$ cat src/rtl/mwbs_pkg.sv
// ----------------------------------------------------------------------------
// mwbs_pkg
// Types, constants and helpers shared by the operand stack modules.
// ----------------------------------------------------------------------------
package mwbs_pkg;

   localparam int FILL_W              = 13;
   localparam int FILL_MAX            = (2 ** FILL_W) - 1;
   localparam int LANES               = 8;
   localparam int STACK_BYTES_DEFAULT = 4096;
   localparam logic [FILL_W-1:0] CAPACITY_RESET = 13'd4096;

   localparam logic REQ_PUSH = 1'b0;
   localparam logic REQ_POP  = 1'b1;

   localparam logic [1:0] STATUS_OK        = 2'd0;
   localparam logic [1:0] STATUS_OVERFLOW  = 2'd1;
   localparam logic [1:0] STATUS_UNDERFLOW = 2'd2;

   localparam logic [1:0] WIDTH_1 = 2'd0;
   localparam logic [1:0] WIDTH_2 = 2'd1;
   localparam logic [1:0] WIDTH_4 = 2'd2;
   localparam logic [1:0] WIDTH_8 = 2'd3;

   typedef struct packed {
      logic        req_type;
      logic [1:0]  width_code;
      logic [63:0] push_value;
   } req_item_type;

   typedef struct packed {
      logic [63:0]       pop_value;
      logic [1:0]        status;
      logic [FILL_W-1:0] bytes_in_use;
   } rsp_item_type;

   function automatic logic [3:0] width_bytes(input logic [1:0] code);
      logic [3:0] w;
      unique case (code)
         WIDTH_1: w = 4'd1;
         WIDTH_2: w = 4'd2;
         WIDTH_4: w = 4'd4;
         WIDTH_8: w = 4'd8;
         default: w = 4'd1;
      endcase
      return w;
   endfunction

endpackage

$ cat src/rtl/mwbs_lanes.sv
// ----------------------------------------------------------------------------
// mwbs_lanes
// Maps an unaligned byte access onto eight byte-lane banks: row, enable
// and write byte for each lane.
// ----------------------------------------------------------------------------
module mwbs_lanes
   import mwbs_pkg::*;
#(
   parameter int ROW_W = 9
) (
   input  logic [FILL_W-1:0] base,
   input  logic [1:0]        width_code,
   input  logic [63:0]       push_value,
   output logic [LANES-1:0]  lane_used,
   output logic [ROW_W-1:0]  lane_row [LANES],
   output logic [7:0]        lane_wdata [LANES]
);

   logic [3:0] w;

   assign w = width_bytes(width_code);

   // Byte i of the access lands in lane (base + i) mod 8. Lanes below the
   // starting lane hold the bytes that spill into the next row.
   always_comb begin
      logic [2:0]        off;
      logic [FILL_W-4:0] row_sum;
      for (int l = 0; l < LANES; l++) begin
         off            = 3'(l) - base[2:0];
         lane_used[l]   = {1'b0, off} < w;
         row_sum        = base[FILL_W-1:3] + {{(FILL_W-4){1'b0}}, (3'(l) < base[2:0])};
         lane_row[l]    = ROW_W'(row_sum);
         lane_wdata[l]  = push_value[{off, 3'b000} +: 8];
      end
   end

endmodule

$ cat config.mk
export PLATFORM = sky130hd
export DESIGN_NAME = mwbs_lanes
export DESIGN_NICKNAME = d
export VERILOG_FILES = /design/src/rtl/mwbs_pkg.sv /design/src/rtl/mwbs_lanes.sv
export SDC_FILE = /design/constraint.sdc
export NUM_CORES = 1
export LEC_CHECK = 0
export ABC_AREA = 1
export BUFFER_PORTS_ARGS = -buffer_cell sky130_fd_sc_hd__buf_4
export CAP_MARGIN = 20
export CORE_ASPECT_RATIO = 1.25
export CORE_MARGIN = 5
export CORE_UTILIZATION = 40
export DETAILED_ROUTE_END_ITERATION = 10
export GPL_ROUTABILITY_DRIVEN = 0
export PLACE_DENSITY_LB_ADDON = 0.15
export SYNTH_ARGS = -nofsm -noshare
export SYNTH_HDL_FRONTEND = slang
export SYNTH_SLANG_ARGS = --single-unit
$ cat constraint.sdc
create_clock -name vclk -period 4.05
set_input_delay 0.405 -clock vclk [all_inputs]
set_output_delay 0.405 -clock vclk [all_outputs]
set_load 0.02 [all_outputs]
==> impl_metrics.csv <==
group,metric,value,unit
sta,rsz0062_at_grt,"false",
critical_path,path_max_fanout,24,
job,cap_violations,0,
worst_hold_path,hold_start,"base[10]",
place,dp_cells,1039,
floorplanning,coreArea,9080,um^2
power,p_int,0.411,mW
clock_network,postCtsSetupBuffers,0,
finish,num-nets-final,1027,
worst_hold_path,min_to,"lane_row[7]",
synthesis,synthDistinctLibCells,18,
sta,period_share,0.803,
finish,drive_gt1_frac,0.263,
detailed_routing,wl_per_cell,15.1,um
global_route,overflow,0,
sta,max_slew_margin,0.473,
floorplanning,pin_count,223,
synthesis,netlist_area,3680,um^2
detailed_routing,wirelength,15700,um
synthesis,syn_inst,739,
finish,nClkBuffers,0,
floorplanning,dieWidth,95.8,um
synthesis,syn_nets,848,
critical_path,worstSetupStartpointType,"input port",
synthesis,ys.warnings.count,0,
detailed_routing,route.detailed.drc,0,
worst_hold_path,worst_hold_path.num_cells,2,
finish,final_cells,1039,
power,powerDensity,199,nW/um^2
sta,setup-violations-final,0,
sta,post-route-min-period,3.25,ns
floorplanning,die_area,11200,um^2
clock_network,cts_resized,0,
finish,n_antenna_cell,0,
synthesis,ys_seq_area_frac,0,
floorplanning,start_util,0.405,
global_route,antenna_found_initial,0,
finish,final_cell_area,5310,um^2
clock_network,ctsHoldBuffers,0,
power,combinationalPowerShare,1.000,
critical_path,path_cells,"buf_4, inv_1, ha_1, a21oi_1, ha_1, nand2_1, nor2_1, nor2_1, a21oi_1, buf_4",
critical_path,worstPathRequired,3.64,ns
global_route,met1_usage,0.289,
power,switching_share,0.612,
sta,hold_viol,0,
sta,worstMarginPinSlew,0.789,ns
sta,clock.fmax,307,MHz
global_route,use_met2,0.494,
power,clkPwrFrac,0,
finish,areaGrowthSynthToFinish,44.3,%
power,switchingPower,0.648,mW
sta,setup_tns,0,ns
global_route,grt_usage,0.257,
outcome,status,"completed",
global_route,grt_max_degree,69,
global_route,grt.busiest_layer,"met2",
global_route,grtUsageMet3,0.0384,
detailed_routing,drt_iter0_drc,403,
synthesis,synth_area_per_cell,4.98,um^2
critical_path,worst_path_max_delay_cell,"inv_1",
place,place_area,5310,um^2
global_route,grt_pass1_wl,23800,um
detailed_routing,dr.pass1.iters,5,
critical_path,cp_num_buf_inv,3,
critical_path,slowest_delay,0.46,ns
critical_path,cp_data_arrival_time,2.85,ns
sta,hold_slack,1.03,ns
global_route,grt_pass1_vias,5190,
floorplanning,placement_rows,39,
power,p_leak,3.00,nW
detailed_routing,vias,5640,
critical_path,crit_type,"input port to output port",
power,sequentialPowerShare,0,
power,ir_drop,0.131,mV
place,hpwl,12500,um
finish,flops_and_latches,0,
finish,seq_area,0,um^2
critical_path,end_kind,"output port",
worst_hold_path,hold_class,"input port to output port",
detailed_routing,via_per_inst,5.43,
sta,slew_violations,0,
critical_path,critical-path-top-delay-family,"buffers and inverters",
floorplanning,chipHeight,117,um
place,io_buffers,222,
detailed_routing,ant_nets,0,
cells by family after synthesis:
logic type | after synthesis | synth area share
xor+xnor | 44 | 0.109
buf+inv | 100 | 0.117
simple gates | 552 | 0.655
fa+ha+maj | 30 | 0.102
compound gates | 13 | 0.0177
cells in the mapped netlist:
library cell | count | area [um^2]
nand3_1 | 263 | 1320
nand2_1 | 254 | 953
xor2_1 | 41 | 359
inv_1 | 39 | 146
nor2_1 | 33 | 124
ha_1 | 30 | 375
clkbuf_1 | 21 | 78.8
buf_2 | 13 | 65.1
a21oi_1 | 11 | 55.1
buf_1 | 10 | 37.5
buf_4 | 10 | 75.1
inv_2 | 6 | 22.5
o21ai_0 | 2 | 10.0
xor2_2 | 2 | 32.5
clkinv_1 | 1 | 3.75
nor3_2 | 1 | 10.0
or2_2 | 1 | 6.26
xnor2_1 | 1 | 8.76
final cells by class:
| type | count | area (um^2) |
|---|---|---|
| Timing Repair Buffer | 231 | 1730 |
| Inverter | 46 | 173 |
| Multi-Input combinational cell | 639 | 3250 |
| Tap cell | 123 | 154 |
| Fill cell | 958 | 3760 |
cell usage in the layout (no fill, tap or decap):
master / instances
nand2_1: 254
xor2_1: 41
inv_1: 39
or2_2: 1
buf_4: 231
clkinv_1: 1
xor2_2: 2
inv_2: 6
nor3_2: 1
nor2_1: 33
nand3_1: 263
xnor2_1: 1
o21ai_0: 2
a21oi_1: 11
ha_1: 30
layer usage:
layer	wire, um	part of all wire	vias to the layer above
met5	0	0	-
met4	563	0.036	0
met3	1520	0.097	45
met2	7950	0.51	305
met1	5690	0.36	2502
li1	-	-	2788
stage by stage:
stage | util | setup WS, ns | power, mW
global route | 0.585 | 0.535 | 1.15
CTS | 0.585 | 0.837 | 1.06
floorplan | - | 0.963 | 0.627
global placement | 0.585 | 0.873 | 1.04
detailed placement | 0.585 | 0.832 | 1.06
finish | 0.585 | 0.796 | 1.06
worst max-delay path by stage:
stage / slack (ns) / startpoint / cells past startpoint / to
6_report: 0.80 / base[2] / 10 / lane_row[49]
3_3_place_gp: 0.87 / base[2] / 11 / lane_row[69]
2_1_floorplan: 0.96 / base[1] / 11 / lane_used[5]
3_5_place_dp: 0.83 / base[2] / 10 / lane_row[49]
5_1_grt: 0.53 / base[2] / 10 / lane_row[49]
4_1_cts: 0.84 / base[2] / 10 / lane_row[49]
power groups by stage:
stage                     logic (mW)  clock network [mW]  registers [mW]
after floorplan                0.627                   0               0
after global routing            1.15                   0               0
after global placement          1.04                   0               0
final                           1.06                   0               0
after detailed placement        1.06                   0               0
after CTS                       1.06                   0               0
Power figures use the tool's default switching activity.
