<file path="src/rtl/mwbs_ram.sv">
// ----------------------------------------------------------------------------
// mwbs_ram
// Generic simple dual-port RAM with one write port and a registered read.
// ----------------------------------------------------------------------------
module mwbs_ram #(
   parameter int WIDTH = 8,
   parameter int DEPTH = 512
) (
   input  logic                     clock,
   input  logic                     wr_en,
   input  logic [$clog2(DEPTH)-1:0] wr_addr,
   input  logic [WIDTH-1:0]         wr_data,
   input  logic                     rd_en,
   input  logic [$clog2(DEPTH)-1:0] rd_addr,
   output logic [WIDTH-1:0]         rd_data
);

   logic [WIDTH-1:0] mem [DEPTH];
   logic [WIDTH-1:0] rd_data_ff;

   always_ff @(posedge clock) begin
      if (wr_en) begin
         mem[wr_addr] <= wr_data;
      end
      if (rd_en) begin
         rd_data_ff <= mem[rd_addr];
      end
   end

   assign rd_data = rd_data_ff;

endmodule

</file>
<file path="config.mk">
export PLATFORM = sky130hd
export DESIGN_NAME = mwbs_ram
export DESIGN_NICKNAME = d
export VERILOG_FILES = /design/src/rtl/mwbs_ram.sv
export SDC_FILE = /design/constraint.sdc
export NUM_CORES = 2
export LEC_CHECK = 0
export BUFFER_PORTS_ARGS = -buffer_cell sky130_fd_sc_hd__buf_4
export CAP_MARGIN = 10
export CORE_UTILIZATION = 40
export CTS_CLUSTER_DIAMETER = 50
export DETAILED_ROUTE_END_ITERATION = 16
export GPL_ROUTABILITY_DRIVEN = 0
export HOLD_SLACK_MARGIN = 0.08
export PLACE_DENSITY_LB_ADDON = 0.08
export SYNTH_ARGS = -nofsm -noshare
export SYNTH_HDL_FRONTEND = slang
export SYNTH_SLANG_ARGS = --single-unit
</file>
<file path="constraint.sdc">
create_clock -name clock -period 3.2 [get_ports clock]
set_input_delay 0.64 -clock clock [delete_from_list [all_inputs] [get_ports clock]]
set_output_delay 0.64 -clock clock [all_outputs]
set_load 0.05 [all_outputs]
</file>
==> results.sh <==
export IMPL_synth_area_mux_share_pct=14.19
export IMPL_synth_simple_area_share_pct=2.630
export IMPL_p_comb_share_pct=5.5
export IMPL_placedInstanceArea_um2=177700
export IMPL_synth_cell_types=50
export IMPL_cp_cell_sequence="buf_16 > buf_12 > buf_4 > buf_12 > buf_4 > mux2i_1 > o221ai_1 > o22ai_1 > a22oi_1 > nand4_1 > nand2_1 > buf_12 > o2111a_1"
export IMPL_drtIter0Drc=8669
export IMPL_clkTransAtPathRegs_ps=60
export IMPL_ys_seq_area_share_pct=77.02
export IMPL_netSwitchingFraction_pct=21.98
export IMPL_drc=0
export IMPL_htree_levels=5
export IMPL_ys_seq_elements=4104
export IMPL_p_leak_nw=64.37
export IMPL_numCtsBuffers=483
export IMPL_synth_fa_ha_area_share_pct=0
export IMPL_critPathSlowestCell="nand4_1"
export IMPL_critPathCaptureType="register"
export IMPL_syn_area_um2=160000
export IMPL_root_buffer="clkbuf_16"
export IMPL_worstSkewPairLatency_ps=1000
export IMPL_die_area_um2=402600
export IMPL_worst_path_buf_inv=6
export IMPL_syn_inst=8030
export IMPL_area_growth_pct=21.01
export IMPL_cp_data_arrival_time_ps=4060
export IMPL_place_ws_ps=-1111
export IMPL_crit_family="buffers and inverters"
export IMPL_die_y_um=634.5
export IMPL_io_pins=37
export IMPL_final_nets=9529
export IMPL_worstMarginPinSlew_ps=1029
export IMPL_drt_antenna_violating_nets=0
export IMPL_antenna_found_initial=32
export IMPL_grt_usage_pct=23.51
export IMPL_slew_headroom_pct=31.16
export IMPL_syn_num_nets=8059
export IMPL_p_switching_w=0.02645
export IMPL_finalCritPeriodShare_pct=99.59
export IMPL_p_int_w=0.09386
export IMPL_dpl_hpwl_mm=313.2
export IMPL_synth_edf_count=4104
export IMPL_fillers=32814
export IMPL_status="complete, no violations"
export IMPL_cts_tree="yes"
export IMPL_wl_per_cell_um=31.40
export IMPL_vias=85656
export IMPL_synth_avg_cell_area_um2=19.93
export IMPL_grt_start_max_net_pins=135
export IMPL_io_buffers=36
export IMPL_rsz0062_at_grt="no"
export IMPL_drtPass1Iterations=5
export IMPL_fp_row_count=231
export IMPL_irDropWorstVdd_uv=502.6
export IMPL_grt_pass1_wl_mm=670.5
export IMPL_clkPwrFrac_pct=45.2
export IMPL_yosysWarnings=0
export IMPL_initial_core_util_pct=40.29
export IMPL_slowest_delay_ps=600
export IMPL_grt_pass1_vias=87637
export IMPL_setup_slack_ps=13.11
export IMPL_register_area_um2=123200
export IMPL_drive_gt1_share_pct=29.38
export IMPL_critPathKind="in2reg"
export IMPL_die_w_um=634.5
export IMPL_ys_flop_type="edfxtp_1"
export IMPL_fmax_ghz=0.3138
export IMPL_power_w=0.1203
export IMPL_final_area_um2=193600
export IMPL_async_flop_share_pct=0
export IMPL_via_per_inst=5.649
export IMPL_overflow=0
export IMPL_synth_xor_area_share_pct=0
export IMPL_setup_violations=0
export IMPL_synth_compound_area_share_pct=4.311
export IMPL_skew_ps=55.42
export IMPL_synth_top_family_by_area="multiplexers"
export IMPL_worstHoldPathType="in2reg"
export IMPL_min_period_ps=3187
export IMPL_pwr_share_seq_pct=49.3
export IMPL_multi_input_area_um2=34050
export IMPL_worstPathRequired_ps=4070
export IMPL_hold_viol_final=0
export IMPL_cts_sinks=4104
export IMPL_fin_setup_tns_ps=0
export IMPL_cts_buffer_depth=4
export IMPL_start_kind="input pin"
export IMPL_drv_slew=0
export IMPL_crit_top_cell="buf_12"
export IMPL_crit_path_max_fanout=14
export IMPL_routed_wl_mm=476.2
export IMPL_drv_cap=0
export IMPL_core_um2=397100
export IMPL_powerDensity_nw_per_um2=621.3
power by group through the flow:
stage               clock [W]  combinational, W  sequential, W
floorplan                   0           0.00282         0.0604
global placement            0           0.00662         0.0604
detailed placement          0           0.00669         0.0604
CTS                    0.0554           0.00671         0.0593
global route           0.0574           0.00695         0.0593
finish                 0.0544           0.00663         0.0593
metrics by stage:
stage                     std cells  hold WS [ps]  utilization [%]
after floorplan                8030         738.9                -
after global placement        14245          1068            44.72
after detailed placement      14251          1069            44.74
after CTS                     15152         107.3            48.75
after global routing          15154         146.4            48.75
final                         15162         177.9            48.76
cells in the final DEF (no fill, tap or decap), drive strengths merged, types with 7 or more instances in the layout:
master / Yosys / layout
mux2i: 797 / 797
nand3: 36 / 36
edfxtp: 4104 / 4104
nand4: 32 / 32
clkinvlp: 0 / 38
buf: 248 / 1491
o21ai: 119 / 119
nor4: 36 / 36
o41ai: 7 / 7
nor3b: 8 / 8
o2111a: 8 / 8
nand2: 111 / 111
mux4: 654 / 654
and2: 20 / 20
bufinv: 0 / 48
clkbuf: 265 / 579
a21oi: 194 / 194
o22ai: 163 / 163
inv: 3 / 36
a22oi: 61 / 61
clkinv: 0 / 198
diode: 0 / 10
o31ai: 13 / 13
nor2: 597 / 597
a211oi: 17 / 17
nor3: 109 / 109
o221ai: 372 / 372
what timing repair did:
action                                  4_1_cts  5_1_grt
hold endpoints to repair                     88        0
hold buffers                                  6        0
pin swaps                                     0        0
gates resized for setup                       1        1
setup buffers                                 0        0
endpoints found under the setup margin        1        1
worst register-to-register path, delay by kind of cell (launching register included):
family,cells,cell delay (ps)
AOI/OAI and AO/OA,3,890
and+or+nand+nor,3,1150
buffers and inverters,2,460
muxes,1,70
DFF,1,320
synth_stat cells (all sizes together), types with 2 or more instances:
library cell	number	area [um^2]
nor3b	8	60.06
nand2b	4	25.02
o22ai	163	1020
nand4	32	200.2
inv	3	11.26
o22a	3	26.28
o2111a	8	90.09
nor2b	6	37.54
a2111oi	3	26.28
a22o	5	43.79
nor3	109	545.5
buf	248	1951
o211ai	2	15.01
nand2	111	416.7
a211o	2	17.52
a211oi	17	127.6
o221ai	372	3264
clkbuf	265	994.7
nor2	597	2241
o41ai	7	61.31
o31ai	13	97.59
or2	5	31.28
edfxtp	4104	123200
and3b	4	35.03
mux4	654	14730
or3	6	37.54
a31oi	2	12.51
nand3	36	180.2
and3	4	25.02
mux2i	797	7978
nor4	36	225.2
a22oi	61	457.9
a21oi	194	970.9
and2	20	125.1
o21ai	119	595.6
o311ai	6	52.55
final timing paths:
path                    start         end  slack (ps)  depth (start not counted)
hold / removal     wr_data[4]  mem[94][4]         180                          1
hold reg to reg   mem[356][5]  rd_data[5]        1300                          7
setup / recovery   rd_addr[0]  rd_data[7]          10                         13
setup reg to reg  mem[257][6]  rd_data[6]         150                          9
layer usage:
| layer | track usage, % | routed length (um) | vias to the layer above |
|---|---|---|---|
| li1 | - | - | 36546 |
| met1 | 33.33 | 207200 | 45788 |
| met2 | 38.22 | 228800 | 2730 |
| met3 | 3.509 | 27960 | 586 |
| met4 | 5.887 | 12170 | 6 |
| met5 | 0 | 46 | - |
state kept, by name, indices dropped and copies added, names as in the netlist:
signal   cells
mem       4096
rd_data      8
cell families after synthesis:
kind of cell,after synthesis
AOI/OAI and AO/OA,979
buffers and inverters,516
DFF,4104
muxes,1451
and+or+nand+nor,980
cell type report:
| class | instances | share of cell area, % |
|---|---|---|
| flip-flops and latches | 4104 | 63.65 |
| multi-input cells | 3410 | 17.58 |
| repair buffers | 1498 | 7.169 |
| clock buffers | 578 | 6.536 |
| well taps | 5242 | 3.387 |
| clock inverters | 317 | 1.655 |
| diodes | 10 | 0.01292 |
| inverters | 3 | 0.009693 |
No activity file was read; power rests on OpenSTA's default activity.
